===== config.mk =====
export PLATFORM = sky130hd
export DESIGN_NAME = json_string_unescape_utf8_core
export DESIGN_NICKNAME = d
export VERILOG_FILES = /design/src/hdl/jsu_pkg.sv /design/src/hdl/json_string_unescape_utf8_core.sv /design/src/hdl/jsu_front.sv /design/src/hdl/jsu_queue.sv /design/src/hdl/jsu_back.sv
export SDC_FILE = /design/constraint.sdc
export NUM_CORES = 1
export LEC_CHECK = 0
export BUFFER_PORTS_ARGS = -buffer_cell sky130_fd_sc_hd__buf_2
export CAP_MARGIN = 20
export CORE_MARGIN = 1
export CORE_UTILIZATION = 40
export CTS_CLUSTER_DIAMETER = 50
export CTS_CLUSTER_SIZE = 10
export DETAILED_ROUTE_END_ITERATION = 16
export GPL_TIMING_DRIVEN = 1
export PLACE_DENSITY = 0.51
export SYNTH_ARGS = -nofsm -noshare
export SYNTH_HDL_FRONTEND = slang
export SYNTH_SLANG_ARGS = --single-unit

===== constraint.sdc =====
create_clock -name clk_i -period 4.7 [get_ports clk_i]
set_clock_uncertainty 0.1 [all_clocks]
set_input_delay 0.94 -clock clk_i [delete_from_list [all_inputs] [get_ports clk_i]]
set_output_delay 0.94 -clock clk_i [all_outputs]
set_load 0.05 [all_outputs]

===== src/hdl/jsu_pkg.sv =====
// ============================================================================
// jsu_pkg: shared types and helpers for the JSON string unescape core
// Holds the channel payload structs, the job format that travels from the
// front decoder to the back serializer, the status codes and the UTF-8
// encoder.
// ============================================================================
package jsu_pkg;

  // Depth of the job queue between front and back.
  localparam int unsigned QueueDepth = 4;
  localparam int unsigned QPtrW      = $clog2(QueueDepth);
  localparam int unsigned QCntW      = $clog2(QueueDepth + 1);

  // Input item kinds.
  localparam logic [1:0] KIND_BYTE  = 2'd0;
  localparam logic [1:0] KIND_START = 2'd1;
  localparam logic [1:0] KIND_END   = 2'd2;

  // Result status codes.
  localparam logic [2:0] ST_DATA   = 3'd0;
  localparam logic [2:0] ST_CLOSE  = 3'd1;
  localparam logic [2:0] ST_CTRL   = 3'd2;
  localparam logic [2:0] ST_BADU   = 3'd3;
  localparam logic [2:0] ST_BADESC = 3'd4;
  localparam logic [2:0] ST_EOF    = 3'd5;

  typedef struct packed {
    logic [1:0] kind;
    logic [7:0] in_byte;
  } in_item_t;

  typedef struct packed {
    logic [7:0] out_byte;
    logic [2:0] status;
    logic       last;
  } out_item_t;

  // One result without its last flag.
  typedef struct packed {
    logic [7:0] out_byte;
    logic [2:0] status;
  } res_t;

  // All results caused by one input item; res[0] goes out first.
  typedef struct packed {
    res_t [3:0] res;
    logic [1:0] last_idx;
  } job_t;

  // Queue status seen by the front and the back.
  typedef struct packed {
    logic full;
    logic empty;
  } q_status_t;

  // UTF-8 bytes of one code point; bytes[0] is sent first.
  typedef struct packed {
    logic [3:0][7:0] bytes;
    logic [2:0]      cnt;
  } enc_t;

  function automatic enc_t utf8_encode(input logic [20:0] pt);
    enc_t e;
    e = '0;
    if (pt < 21'h80) begin
      e.bytes[0] = {1'b0, pt[6:0]};
      e.cnt      = 3'd1;
    end else if (pt < 21'h800) begin
      e.bytes[0] = {3'b110, pt[10:6]};
      e.bytes[1] = {2'b10, pt[5:0]};
      e.cnt      = 3'd2;
    end else if (pt < 21'h10000) begin
      e.bytes[0] = {4'b1110, pt[15:12]};
      e.bytes[1] = {2'b10, pt[11:6]};
      e.bytes[2] = {2'b10, pt[5:0]};
      e.cnt      = 3'd3;
    end else begin
      e.bytes[0] = {5'b11110, pt[20:18]};
      e.bytes[1] = {2'b10, pt[17:12]};
      e.bytes[2] = {2'b10, pt[11:6]};
      e.bytes[3] = {2'b10, pt[5:0]};
      e.cnt      = 3'd4;
    end
    return e;
  endfunction

endpackage


===== src/hdl/json_string_unescape_utf8_core.sv =====
// ============================================================================
// json_string_unescape_utf8_core: JSON string body to UTF-8 decoder
// Takes the bytes of a JSON string body, resolves its escapes including
// surrogate pairs, and delivers UTF-8 bytes and status results.
// ============================================================================
//
//  Channel | Handshake                 | Payload                       | Dir
//  --------+---------------------------+-------------------------------+----
//  input   | in_valid_i / in_stall_o   | in_i  (kind, in_byte)         | in
//  output  | out_valid_o / out_stall_i | out_o (out_byte, status, last)| out
//
//  The front decoder accepts one input transaction per cycle while the job
//  queue has room; an item that causes no result pushes no job.
//  The back serializer delivers one output transaction per cycle while the
//  output is not stalled, so an item that causes n results gives n of them.
//  Sustained throughput is one item per cycle as long as the items average
//  at most one result; the four-entry job queue absorbs longer bursts.
//  On its way out the first result of an item passes through the job queue
//  and then the output register. Reset clears the decoder state, the queue
//  count and pointers and the output valid flag, not the job store or the
//  output data; no clearing pass is needed. A stall on the output holds the
//  registered result; input stalls come only from a full job queue.
//
module json_string_unescape_utf8_core import jsu_pkg::*; (
  input  logic      clk_i,
  input  logic      rst_ni,
  input  logic      in_valid_i,
  output logic      in_stall_o,
  input  in_item_t  in_i,
  output logic      out_valid_o,
  input  logic      out_stall_i,
  output out_item_t out_o
);

  // Job hand-off between the decoder and the queue.
  logic      push;
  job_t      push_job;

  // Queue head seen by the back, status seen by both sides.
  job_t      head_job;
  q_status_t q_status;
  logic      pop;

  // The front runs the escape state machine and packs all results of one
  // transaction, at most four, into a single job.
  jsu_front u_front (
    .clk_i      (clk_i),
    .rst_ni     (rst_ni),
    .in_valid_i (in_valid_i),
    .in_stall_o (in_stall_o),
    .in_i       (in_i),
    .q_status_i (q_status),
    .push_o     (push),
    .job_o      (push_job)
  );

  // The queue decouples the two sides so each can stall on its own.
  jsu_queue u_queue (
    .clk_i    (clk_i),
    .rst_ni   (rst_ni),
    .push_i   (push),
    .job_i    (push_job),
    .pop_i    (pop),
    .head_o   (head_job),
    .status_o (q_status)
  );

  // The back splits each job into output transactions and flags the last
  // one so the consumer can tell where one input item's results end.
  jsu_back u_back (
    .clk_i       (clk_i),
    .rst_ni      (rst_ni),
    .head_i      (head_job),
    .q_status_i  (q_status),
    .pop_o       (pop),
    .out_valid_o (out_valid_o),
    .out_stall_i (out_stall_i),
    .out_o       (out_o)
  );

endmodule


===== src/hdl/jsu_front.sv =====
// ============================================================================
// jsu_front: input decoder of the JSON string unescape core
// Runs the escape state machine on each accepted input item and turns the
// results it causes into one job for the queue.
// ============================================================================
module jsu_front import jsu_pkg::*; (
  input  logic      clk_i,
  input  logic      rst_ni,
  input  logic      in_valid_i,
  output logic      in_stall_o,
  input  in_item_t  in_i,
  input  q_status_t q_status_i,
  output logic      push_o,
  output job_t      job_o
);

  localparam logic [1:0] MODE_IDLE = 2'd0;
  localparam logic [1:0] MODE_BODY = 2'd1;
  localparam logic [1:0] MODE_ESC  = 2'd2;
  localparam logic [1:0] MODE_HEX  = 2'd3;

  localparam logic [7:0] ChQuote  = 8'h22;
  localparam logic [7:0] ChBslash = 8'h5C;
  localparam logic [7:0] ChSlash  = 8'h2F;
  localparam logic [7:0] ChLowB   = 8'h62;
  localparam logic [7:0] ChLowF   = 8'h66;
  localparam logic [7:0] ChLowN   = 8'h6E;
  localparam logic [7:0] ChLowR   = 8'h72;
  localparam logic [7:0] ChLowT   = 8'h74;
  localparam logic [7:0] ChLowU   = 8'h75;

  logic [1:0]  mode_q, mode_d;
  logic [1:0]  hex_cnt_q, hex_cnt_d;
  logic [15:0] hex_acc_q, hex_acc_d;
  logic [15:0] pend_q, pend_d;
  logic        pend_vld_q, pend_vld_d;

  logic        accept;
  logic [7:0]  c;
  logic        hex_ok;
  logic [3:0]  hex_dig;
  logic [15:0] cp;
  logic [20:0] joined;
  enc_t        pend_enc;
  logic        fail;
  logic [2:0]  fail_st;
  logic        esc_ok;
  logic [7:0]  esc_byte;

  // Places the flushed bytes first and an optional extra result after them.
  function automatic job_t make_job(input enc_t e, input logic add, input res_t extra);
    job_t       j;
    logic [2:0] tot;
    j = '0;
    for (int i = 0; i < 4; i++) begin
      if (3'(i) < e.cnt) begin
        j.res[i] = {e.bytes[i], ST_DATA};
      end else if (add && 3'(i) == e.cnt) begin
        j.res[i] = extra;
      end
    end
    tot        = e.cnt + {2'b00, add};
    j.last_idx = tot[1:0] - 2'd1;
    return j;
  endfunction

  assign in_stall_o = q_status_i.full;
  assign accept     = in_valid_i && !q_status_i.full;
  assign c          = in_i.in_byte;

  always_comb begin
    hex_ok  = 1'b1;
    hex_dig = 4'd0;
    if (c >= 8'h30 && c <= 8'h39) begin
      hex_dig = c[3:0];
    end else if ((c >= 8'h61 && c <= 8'h66) || (c >= 8'h41 && c <= 8'h46)) begin
      hex_dig = c[3:0] + 4'd9;
    end else begin
      hex_ok = 1'b0;
    end
  end

  always_comb begin
    esc_ok = 1'b1;
    unique case (c)
      ChLowB:                     esc_byte = 8'h08;
      ChLowF:                     esc_byte = 8'h0C;
      ChLowN:                     esc_byte = 8'h0A;
      ChLowR:                     esc_byte = 8'h0D;
      ChLowT:                     esc_byte = 8'h09;
      ChQuote, ChBslash, ChSlash: esc_byte = c;
      default: begin
        esc_byte = 8'h00;
        esc_ok   = 1'b0;
      end
    endcase
  end

  assign cp     = {hex_acc_q[11:0], hex_dig};
  assign joined = {1'b0, pend_q[9:0], cp[9:0]} + 21'h10000;

  always_comb begin
    if (pend_vld_q) begin
      pend_enc = utf8_encode({5'd0, pend_q});
    end else begin
      pend_enc = '0;
    end
  end

  always_comb begin
    mode_d     = mode_q;
    hex_cnt_d  = hex_cnt_q;
    hex_acc_d  = hex_acc_q;
    pend_d     = pend_q;
    pend_vld_d = pend_vld_q;
    push_o     = 1'b0;
    job_o      = '0;
    fail       = 1'b0;
    fail_st    = ST_EOF;
    if (accept) begin
      if (in_i.kind == KIND_START) begin
        mode_d     = MODE_BODY;
        hex_cnt_d  = 2'd0;
        hex_acc_d  = '0;
        pend_d     = '0;
        pend_vld_d = 1'b0;
      end else if (in_i.kind == KIND_END) begin
        if (mode_q != MODE_IDLE) begin
          fail    = 1'b1;
          fail_st = (mode_q == MODE_HEX) ? ST_BADU : ST_EOF;
        end
      end else if (in_i.kind == KIND_BYTE) begin
        unique case (mode_q)
          MODE_IDLE: begin
          end
          MODE_BODY: begin
            if (c == ChQuote) begin
              job_o      = make_job(pend_enc, 1'b1, {8'h00, ST_CLOSE});
              push_o     = 1'b1;
              pend_d     = '0;
              pend_vld_d = 1'b0;
              mode_d     = MODE_IDLE;
            end else if (c < 8'h20) begin
              fail    = 1'b1;
              fail_st = ST_CTRL;
            end else if (c == ChBslash) begin
              mode_d = MODE_ESC;
            end else begin
              job_o      = make_job(pend_enc, 1'b1, {c, ST_DATA});
              push_o     = 1'b1;
              pend_d     = '0;
              pend_vld_d = 1'b0;
            end
          end
          MODE_ESC: begin
            if (c == ChLowU) begin
              mode_d    = MODE_HEX;
              hex_cnt_d = 2'd0;
              hex_acc_d = '0;
            end else if (!esc_ok) begin
              fail    = 1'b1;
              fail_st = ST_BADESC;
            end else begin
              job_o      = make_job(pend_enc, 1'b1, {esc_byte, ST_DATA});
              push_o     = 1'b1;
              pend_d     = '0;
              pend_vld_d = 1'b0;
              mode_d     = MODE_BODY;
            end
          end
          MODE_HEX: begin
            if (!hex_ok) begin
              fail    = 1'b1;
              fail_st = ST_BADU;
            end else if (hex_cnt_q != 2'd3) begin
              hex_acc_d = cp;
              hex_cnt_d = hex_cnt_q + 2'd1;
            end else begin
              if (pend_vld_q && pend_q[15:10] == 6'b110110 && cp[15:10] == 6'b110111) begin
                // High surrogate held back and a low one right after it.
                job_o      = make_job(utf8_encode(joined), 1'b0, '0);
                push_o     = 1'b1;
                pend_d     = '0;
                pend_vld_d = 1'b0;
              end else begin
                job_o      = make_job(pend_enc, 1'b0, '0);
                push_o     = pend_vld_q;
                pend_d     = cp;
                pend_vld_d = 1'b1;
              end
              hex_cnt_d = 2'd0;
              hex_acc_d = '0;
              mode_d    = MODE_BODY;
            end
          end
        endcase
      end
    end
    if (fail) begin
      // Any error gives a single result and drops all state.
      job_o        = '0;
      job_o.res[0] = {8'h00, fail_st};
      push_o       = 1'b1;
      mode_d       = MODE_IDLE;
      hex_cnt_d    = 2'd0;
      hex_acc_d    = '0;
      pend_d       = '0;
      pend_vld_d   = 1'b0;
    end
  end

  always_ff @(posedge clk_i or negedge rst_ni) begin
    if (!rst_ni) begin
      mode_q     <= MODE_IDLE;
      hex_cnt_q  <= 2'd0;
      hex_acc_q  <= '0;
      pend_q     <= '0;
      pend_vld_q <= 1'b0;
    end else begin
      mode_q     <= mode_d;
      hex_cnt_q  <= hex_cnt_d;
      hex_acc_q  <= hex_acc_d;
      pend_q     <= pend_d;
      pend_vld_q <= pend_vld_d;
    end
  end

  // An error job always holds exactly one result.
  a_err_single: assert property (@(posedge clk_i) disable iff (!rst_ni)
    push_o && job_o.res[0].status != ST_DATA && job_o.res[0].status != ST_CLOSE
    |-> job_o.last_idx == 2'd0)
    else $error("error job with more than one result");

  // Collecting hex digits only happens in the hex mode.
  a_hex_mode: assert property (@(posedge clk_i) disable iff (!rst_ni)
    hex_cnt_q != 2'd0 |-> mode_q == MODE_HEX)
    else $error("hex digit count outside of hex mode");

endmodule


===== src/hdl/jsu_queue.sv =====
// ============================================================================
// jsu_queue: job queue between front decoder and back serializer
// A small FIFO of complete jobs, one push and one pop per cycle.
// ============================================================================
module jsu_queue import jsu_pkg::*; (
  input  logic      clk_i,
  input  logic      rst_ni,
  input  logic      push_i,
  input  job_t      job_i,
  input  logic      pop_i,
  output job_t      head_o,
  output q_status_t status_o
);

  job_t             mem_q [QueueDepth];
  logic [QPtrW-1:0] wr_ptr_q, rd_ptr_q;
  logic [QCntW-1:0] cnt_q;

  assign status_o.full  = (cnt_q == QCntW'(QueueDepth));
  assign status_o.empty = (cnt_q == '0);
  assign head_o         = mem_q[rd_ptr_q];

  always_ff @(posedge clk_i) begin
    if (push_i) begin
      mem_q[wr_ptr_q] <= job_i;
    end
  end

  always_ff @(posedge clk_i or negedge rst_ni) begin
    if (!rst_ni) begin
      wr_ptr_q <= '0;
      rd_ptr_q <= '0;
      cnt_q    <= '0;
    end else begin
      if (push_i) begin
        wr_ptr_q <= wr_ptr_q + QPtrW'(1);
      end
      if (pop_i) begin
        rd_ptr_q <= rd_ptr_q + QPtrW'(1);
      end
      cnt_q <= cnt_q + QCntW'(push_i) - QCntW'(pop_i);
    end
  end

  a_no_overflow: assert property (@(posedge clk_i) disable iff (!rst_ni)
    push_i |-> !status_o.full)
    else $error("push into a full job queue");

  a_no_underflow: assert property (@(posedge clk_i) disable iff (!rst_ni)
    pop_i |-> !status_o.empty)
    else $error("pop from an empty job queue");

endmodule


===== src/hdl/jsu_back.sv =====
// ============================================================================
// jsu_back: result serializer of the JSON string unescape core
// Sends the results of the head job one per cycle, unless the output stalls,
// through an output register and marks the last one of each job.
// ============================================================================
module jsu_back import jsu_pkg::*; (
  input  logic      clk_i,
  input  logic      rst_ni,
  input  job_t      head_i,
  input  q_status_t q_status_i,
  output logic      pop_o,
  output logic      out_valid_o,
  input  logic      out_stall_i,
  output out_item_t out_o
);

  logic [1:0] idx_q, idx_d;
  logic       out_valid_q, out_valid_d;
  out_item_t  out_q, out_d;
  logic       load;
  logic       at_last;

  assign load    = !out_valid_q || !out_stall_i;
  assign at_last = (idx_q == head_i.last_idx);

  always_comb begin
    idx_d       = idx_q;
    out_valid_d = out_valid_q;
    out_d       = out_q;
    pop_o       = 1'b0;
    if (load) begin
      out_valid_d = !q_status_i.empty;
      out_d       = {head_i.res[idx_q].out_byte, head_i.res[idx_q].status, at_last};
      if (!q_status_i.empty) begin
        if (at_last) begin
          pop_o = 1'b1;
          idx_d = 2'd0;
        end else begin
          idx_d = idx_q + 2'd1;
        end
      end
    end
  end

  always_ff @(posedge clk_i) begin
    out_q <= out_d;
  end

  always_ff @(posedge clk_i or negedge rst_ni) begin
    if (!rst_ni) begin
      idx_q       <= 2'd0;
      out_valid_q <= 1'b0;
    end else begin
      idx_q       <= idx_d;
      out_valid_q <= out_valid_d;
    end
  end

  assign out_valid_o = out_valid_q;
  assign out_o       = out_q;

  // The result index never runs past the job it works on.
  a_idx_range: assert property (@(posedge clk_i) disable iff (!rst_ni)
    !q_status_i.empty |-> idx_q <= head_i.last_idx)
    else $error("result index beyond end of job");

endmodule


==> results.yml, run 1 <==
run_status:
  status: "finished clean"
detailed_routing:
  viasPerCell: 6.02
  drc: 0
  postRouteAntennaNets: 0
  dr.pass1.iters: 5
  wirelength_mm: 32.0
  drt_iter0_drc: 704
  num_vias: 7835
  drt-wirelength-per-cell_um: 24.6
min_path:
  worstHoldPathType: "in -> async"
setup_path:
  cp.required_ps: 5030
  worstPathArrival_ps: 4200
  crit_fanout: 9
  crit_chain: "buf_2, inv_1, ha_1, nor3b_1, o21a_1, nor4_4, o22ai_2, a21o_1, a21boi_4, inv_1, ha_1, fa_1, xnor2_1"
  rrSetupSlack_ps: 990
  cp_slowest_cell: "nor4_4"
  slowest_delay_ps: 520
  crit_buf_inv: 3
  end_kind: "register"
  cp-start-kind: "input port"
  crit_type: "in -> reg"
  crit_family: "compound AO/OA/AOI/OAI gates"
synthesis:
  syn_nets: 916
  avgSynthCellArea_um2: 12.5
  synth_edf_count: 172
  synth_warnings: 0
  yosys.area_share.simple_pct: 12.9
  ys_seq_elements: 215
  netlist_area_mm2: 0.0111
  synth_compound_area_share_pct: 14.0
  async_flop_share_pct: 20.0
  synth_cell_type_count: 92
  synth-xor-area-share_pct: 0.790
  yosys-mux-area-fraction_pct: 10.6
  synth_top_family_by_area: "compound AO/OA/AOI/OAI gates"
  synthFlopType: "edfxtp_1"
  seq_area_frac_synth_pct: 56.3
  syn_inst: 884
  yosys.area_share.adder_pct: 2.10
clocking:
  clk_pin_slew_ps: 50
  htree_levels: 1
  hold_buffers: 0
  cts_tree: "yes"
  cts_buffer_depth: 3
  insertion_delay_ps: 550
  cts_sinks: 215
  ctsResizeCount: 0
  cts_buffers: 27
  post_cts.repair.setup_buffers: 0
  root_buffer: "clkbuf_16"
timing:
  slew_headroom_pct: 33.7
  slew_viol_final: 0
  period_share_pct: 82.2
  setup_violations: 0
  period_needed_ps: 3860
  fmax_mhz: 259
  tightest_slew_ps: 994
  rsz0062_at_grt: "false"
  finalHoldViolCount: 0
  tns_ps: 0
global_routing:
  antenna_found_initial: 0
  grt_first_pass_wirelength_mm: 48.8
  grt_usage_pct: 22.9
  grt_pass1_vias: 7784
  grt_max_degree: 44
  grt.overflow.total: 0
floorplanning:
  rows: 60
  die_x_um: 169
  die_area_mm2: 0.0284
  initial_core_util_pct: 40.9
  die_h_um: 169
  io_pins: 28
  coreArea_mm2: 0.0271
pwr:
  power_density_mw_per_mm2: 488
  leakage_nw: 4.28
  peakVddDrop_v: 0.000339
layout:
  utilization_pct: 46.3
  fin_nets: 942
  final_area_mm2: 0.0126
  antenna_cells: 0
  syn_to_final_growth_pct: 13.2
  layout-drive-gt1-share_pct: 19.3
job:
  maxCapViolCount: 0
placement:
  dpl.hpwl_mm: 22.1
  io_buffers: 27
  dpl_cell_area_mm2: 0.0117
  gp_congestion: 0.946
-- cell families after synthesis --
group / after synthesis
buf+inv: 82
xor+xnor: 10
mux: 56
compound gates: 226
fa+ha+maj: 18
simple gates: 277
flops: 215
-- cell usage in the layout (no fill, tap or decap), types with 5 or more instances in the layout --
master / instances
and2_1: 7
inv_1: 18
nand3_1: 38
o21a_1: 5
nand4_1: 5
o21ai_0: 44
edfxtp_1: 172
o31ai_1: 13
clkbuf_16: 27
xor2_1: 5
a21oi_1: 51
o211ai_1: 8
and3_1: 7
nand2b_1: 11
ha_1: 17
clkbuf_1: 15
buf_4: 29
or3_1: 5
o221ai_1: 5
dfrtp_1: 42
xnor2_1: 5
o22ai_1: 6
a31oi_1: 9
nor2_1: 61
nor3_1: 12
a32oi_1: 6
buf_2: 27
nor3b_1: 5
mux2i_1: 5
nand2_1: 85
a21o_1: 5
o21ai_1: 13
buf_12: 5
mux4_2: 49
-- metrics by stage --
stage | power [mW] | hold slack, ps | cells | setup WS (ps)
after detailed placement | 4.32 | 391 | 1252 | 283
after floorplan | 3.81 | 354 | 884 | -511
final | 6.13 | 248 | 1301 | 836
after global routing | 6.42 | 268 | 1301 | 580
after CTS | 6.20 | 404 | 1300 | 853
after global placement | 4.30 | 371 | 1252 | 345
-- state kept, by name, summed over array words and instances, names as in the netlist --
name / cells
u_queue.wr_ptr_q: 2
u_front.pend_q: 16
u_back.out_valid_o: 1
u_queue.mem_q: 160
u_queue.cnt_q: 3
u_front.hex_acc_q: 12
u_back.out_o: 12
u_queue.rd_ptr_q: 2
u_front.pend_vld_q: 1
u_back.idx_q: 2
u_front.hex_cnt_q: 2
u_front.mode_q: 2
-- power by group --
part           switching, mW  leakage [nW]  total [mW]  internal, mW
Combinational           1.09          1.68        1.84         0.751
Sequential             0.142          2.22        2.42          2.28
Clock                  0.769         0.384        1.87          1.10
Total                   2.00          4.28        6.13          4.14
-- per-layer routing --
| layer | track usage (%) | vias up | routed length (um) |
|---|---|---|---|
| li1 | - | 3483 | - |
| met1 | 31.8 | 3958 | 14100 |
| met2 | 36.4 | 319 | 14900 |
| met3 | 3.39 | 75 | 1840 |
| met4 | 8.81 | 0 | 1180 |
| met5 | 0 | - | 0 |
-- worst register-to-register path, delay by kind of cell, from the launching register on --
kind	cells	cell delay, ps
compound gates	6	2240
flops	1	430
fa+ha+maj	1	330
buf+inv	1	100
simple gates	1	310
-- final timing paths --
kind | startpoint | endpoint | cells past startpoint
worst max register to register | u_front.mode_q[1] | u_queue.mem_q[0][27] | 9
worst max-delay path | in_i[0] | u_queue.cnt_q[2] | 13
worst min-delay path | rst_ni | u_front.hex_acc_q[9] | 1
max in group asynchronous | rst_ni | u_front.pend_q[7] | 2
min in group clk_i | u_front.hex_cnt_q[0] | u_front.hex_cnt_q[0] | 1
worst min register to register | u_front.hex_cnt_q[0] | u_front.hex_cnt_q[0] | 1
-- cells in the mapped netlist (all sizes together) (16+ instances only) --
cell type | instances | share of area [%]
nand2 | 85 | 2.9
clkbuf | 41 | 1.4
a21oi | 51 | 2.3
mux4 | 49 | 9.9
buf | 23 | 1.3
inv | 18 | 0.61
o21ai | 57 | 2.6
ha | 17 | 1.9
o31ai | 16 | 1.2
edfxtp | 172 | 47
nor2 | 61 | 2.1
nand3 | 38 | 1.7
dfrtp | 43 | 9.7
-- final cells by class --
| class | count | area [um^2] |
|---|---|---|
| flip-flops and latches | 215 | 6240 |
| repair buffers | 61 | 453 |
| clock buffers | 44 | 759 |
| inverters | 18 | 67.6 |
| well taps | 372 | 465 |
| fillers | 2433 | 14500 |
| multi-input cells | 587 | 4520 |
| clock inverters | 4 | 45.0 |
(Power assumes the default switching activity.)
==> run 2: changes to the inputs <==
clock period = 3.63 ns   (was 4.7 ns; I/O delays follow)
==> results.yml, run 2 (same netlist as run 1, synthesis figures left out) <==
run_status:
  status: "finished clean"
pwr:
  swShare_pct: 31.8
  pwr-share-seq_pct: 37.6
  leakage_nw: 4.57
  power_density_mw_per_mm2: 625
  comb_power_share_pct: 31.8
  pwr-share-clk_pct: 30.6
  finalPower_mw: 8.15
  peakVddDrop_v: 0.000391
  power.net_switching_mw: 2.59
  p_int_mw: 5.56
global_routing:
  grt_usage_pct: 22.9
  grt_first_pass_wirelength_mm: 49.2
  antenna_found_initial: 0
  grt_max_degree: 40
  grt_pass1_vias: 8209
  grt.overflow.total: 0
detailed_routing:
  postRouteAntennaNets: 0
  num_vias: 7998
  dr.pass1.iters: 5
  drt_iter0_drc: 659
  wirelength_mm: 32.0
  drt-wirelength-per-cell_um: 23.8
  viasPerCell: 5.94
  drc: 0
timing:
  period_needed_ps: 3420
  timing.hold.ws_ps: 402
  finalHoldViolCount: 0
  setup_violations: 0
  tightest_slew_ps: 927
  fmax_mhz: 292
  slew_viol_final: 0
  slew_headroom_pct: 38.2
  rsz0062_at_grt: "false"
  period_share_pct: 94.2
setup_path:
  end_kind: "register"
  crit_type: "reg -> reg"
  cp.required_ps: 3750
  path_common_cell: "buf_12"
  crit_fanout: 21
  worstPathArrival_ps: 3540
  cp_slowest_cell: "nor4b_1"
  cp-start-kind: "register"
  crit_chain: "inv_1, ha_1, nor4b_1, a31oi_1, a21oi_1, a211oi_2, or2b_4, a21boi_4, buf_12, nor2b_4, buf_12"
  slowest_delay_ps: 640
floorplanning:
  die_x_um: 169
  initial_core_util_pct: 40.9
  die_h_um: 169
  io_pins: 28
  coreArea_mm2: 0.0271
  die_area_mm2: 0.0284
  rows: 60
clocking:
  cts_sinks: 215
  cts_buffer_depth: 3
  clk_pin_slew_ps: 50
  cts_buffers: 29
  cts_tree: "yes"
  insertion_delay_ps: 520
  ctsResizeCount: 0
  root_buffer: "clkbuf_16"
  htree_levels: 1
layout:
  fillCellCount: 2422
  mostFrequentLayoutCell: "edfxtp_1"
  final_cell_mix: "edfxtp_1 (172), nand2_1 (85), buf_4 (73)"
  largest_register_ffs: 160
  largest-register: "u_queue.mem_q"
  multiInputGateArea_mm2: 0.00454
  reg_top3: "u_queue.mem_q x160, u_front.pend_q x16"
  antenna_cells: 0
  layout-drive-gt1-share_pct: 24.2
  final_area_mm2: 0.0130
  utilization_pct: 48.1
  syn_to_final_growth_pct: 17.6
  fin_nets: 994
  register_area_mm2: 0.00624
placement:
  dpl_cell_area_mm2: 0.0122
  io_buffers: 27
  dpl.hpwl_mm: 23.2
  gp_congestion: 1.01
min_path:
  worstHoldPathType: "reg -> reg"
job:
  maxCapViolCount: 0
## run 2: changes by cell type in the layout (fill, tap and decap cells not counted), moves of 2 or more
cell	previous run	this run
buf_4	29	73
clkbuf_8	2	0
clkbuf_1	15	6
clkinv_2	0	4
ha_1	17	15
clkbuf_16	27	29
buf_12	5	10
## run 2: worst paths after layout
| check | endpoint | start | cells after the start | slack (ps) |
|---|---|---|---|---|
| min in group asynchronous | u_back.out_valid_o | rst_ni | 2 | 500 |
| setup reg to reg | u_queue.mem_q[1][5] | u_front.mode_q[1] | 11 | 210 |
| hold / removal | u_front.hex_cnt_q[0] | u_front.hex_cnt_q[0] | 1 | 400 |
| max in group asynchronous | u_front.pend_q[5] | rst_ni | 3 | 2200 |
| setup / recovery | u_queue.mem_q[1][5] | u_front.mode_q[1] | 11 | 210 |
| hold reg to reg | u_front.hex_cnt_q[0] | u_front.hex_cnt_q[0] | 1 | 400 |
## run 2: power groups by stage
| stage | Clock (mW) | Sequential, mW | Combinational [mW] |
|---|---|---|---|
| 5_1_grt | 2.64 | 3.09 | 2.81 |
| 3_5_place_dp | 0 | 3.11 | 2.61 |
| 4_1_cts | 2.56 | 3.07 | 2.63 |
| 2_1_floorplan | 0 | 3.33 | 1.62 |
| 3_3_place_gp | 0 | 3.10 | 2.61 |
| 6_report | 2.49 | 3.06 | 2.59 |
## run 2: worst max-delay path, delay by kind of cell, from the launching register on
kind | cells | cell delay (ps)
AND/OR/NAND/NOR | 3 | 1110
AO/OA/AOI/OAI | 4 | 660
adder cells (fa/ha/maj) | 1 | 350
flip-flops | 1 | 420
buffers and inverters | 3 | 470
## run 2: layout make-up
| class | count | area share, % |
|---|---|---|
| repair buffers | 111 | 6.85 |
| inverters | 18 | 0.518 |
| clock buffers | 35 | 5.74 |
| clock inverters | 9 | 0.643 |
| well taps | 372 | 3.57 |
| flip-flops and latches | 215 | 47.9 |
| multi-input cells | 587 | 34.8 |
## run 2: layer usage
layer  GRT usage, %  vias to the layer above  part of all wire [%]
met5              0                        -                     0
met4           11.4                        0                   5.1
met3           3.74                       95                   5.2
met2           38.8                      285                    48
met1           28.7                     4024                    42
li1               -                     3594                     -
## run 2: metrics by stage
| stage | setup WS [ps] | cells | setup TNS [ps] |
|---|---|---|---|
| after floorplan | -27.6 | 884 | -4410 |
| after global placement | -451 | 1302 | -1800 |
| after detailed placement | -225 | 1302 | -1120 |
| after CTS | 229 | 1347 | 0 |
| after global routing | 48.9 | 1347 | 0 |
| final | 209 | 1347 | 0 |
## run 2: timing repair
item | 4_1_cts | 5_1_grt
endpoints found under the hold margin | 9 | 0
buffers inserted | 0 | 0
hold buffers | 1 | 0
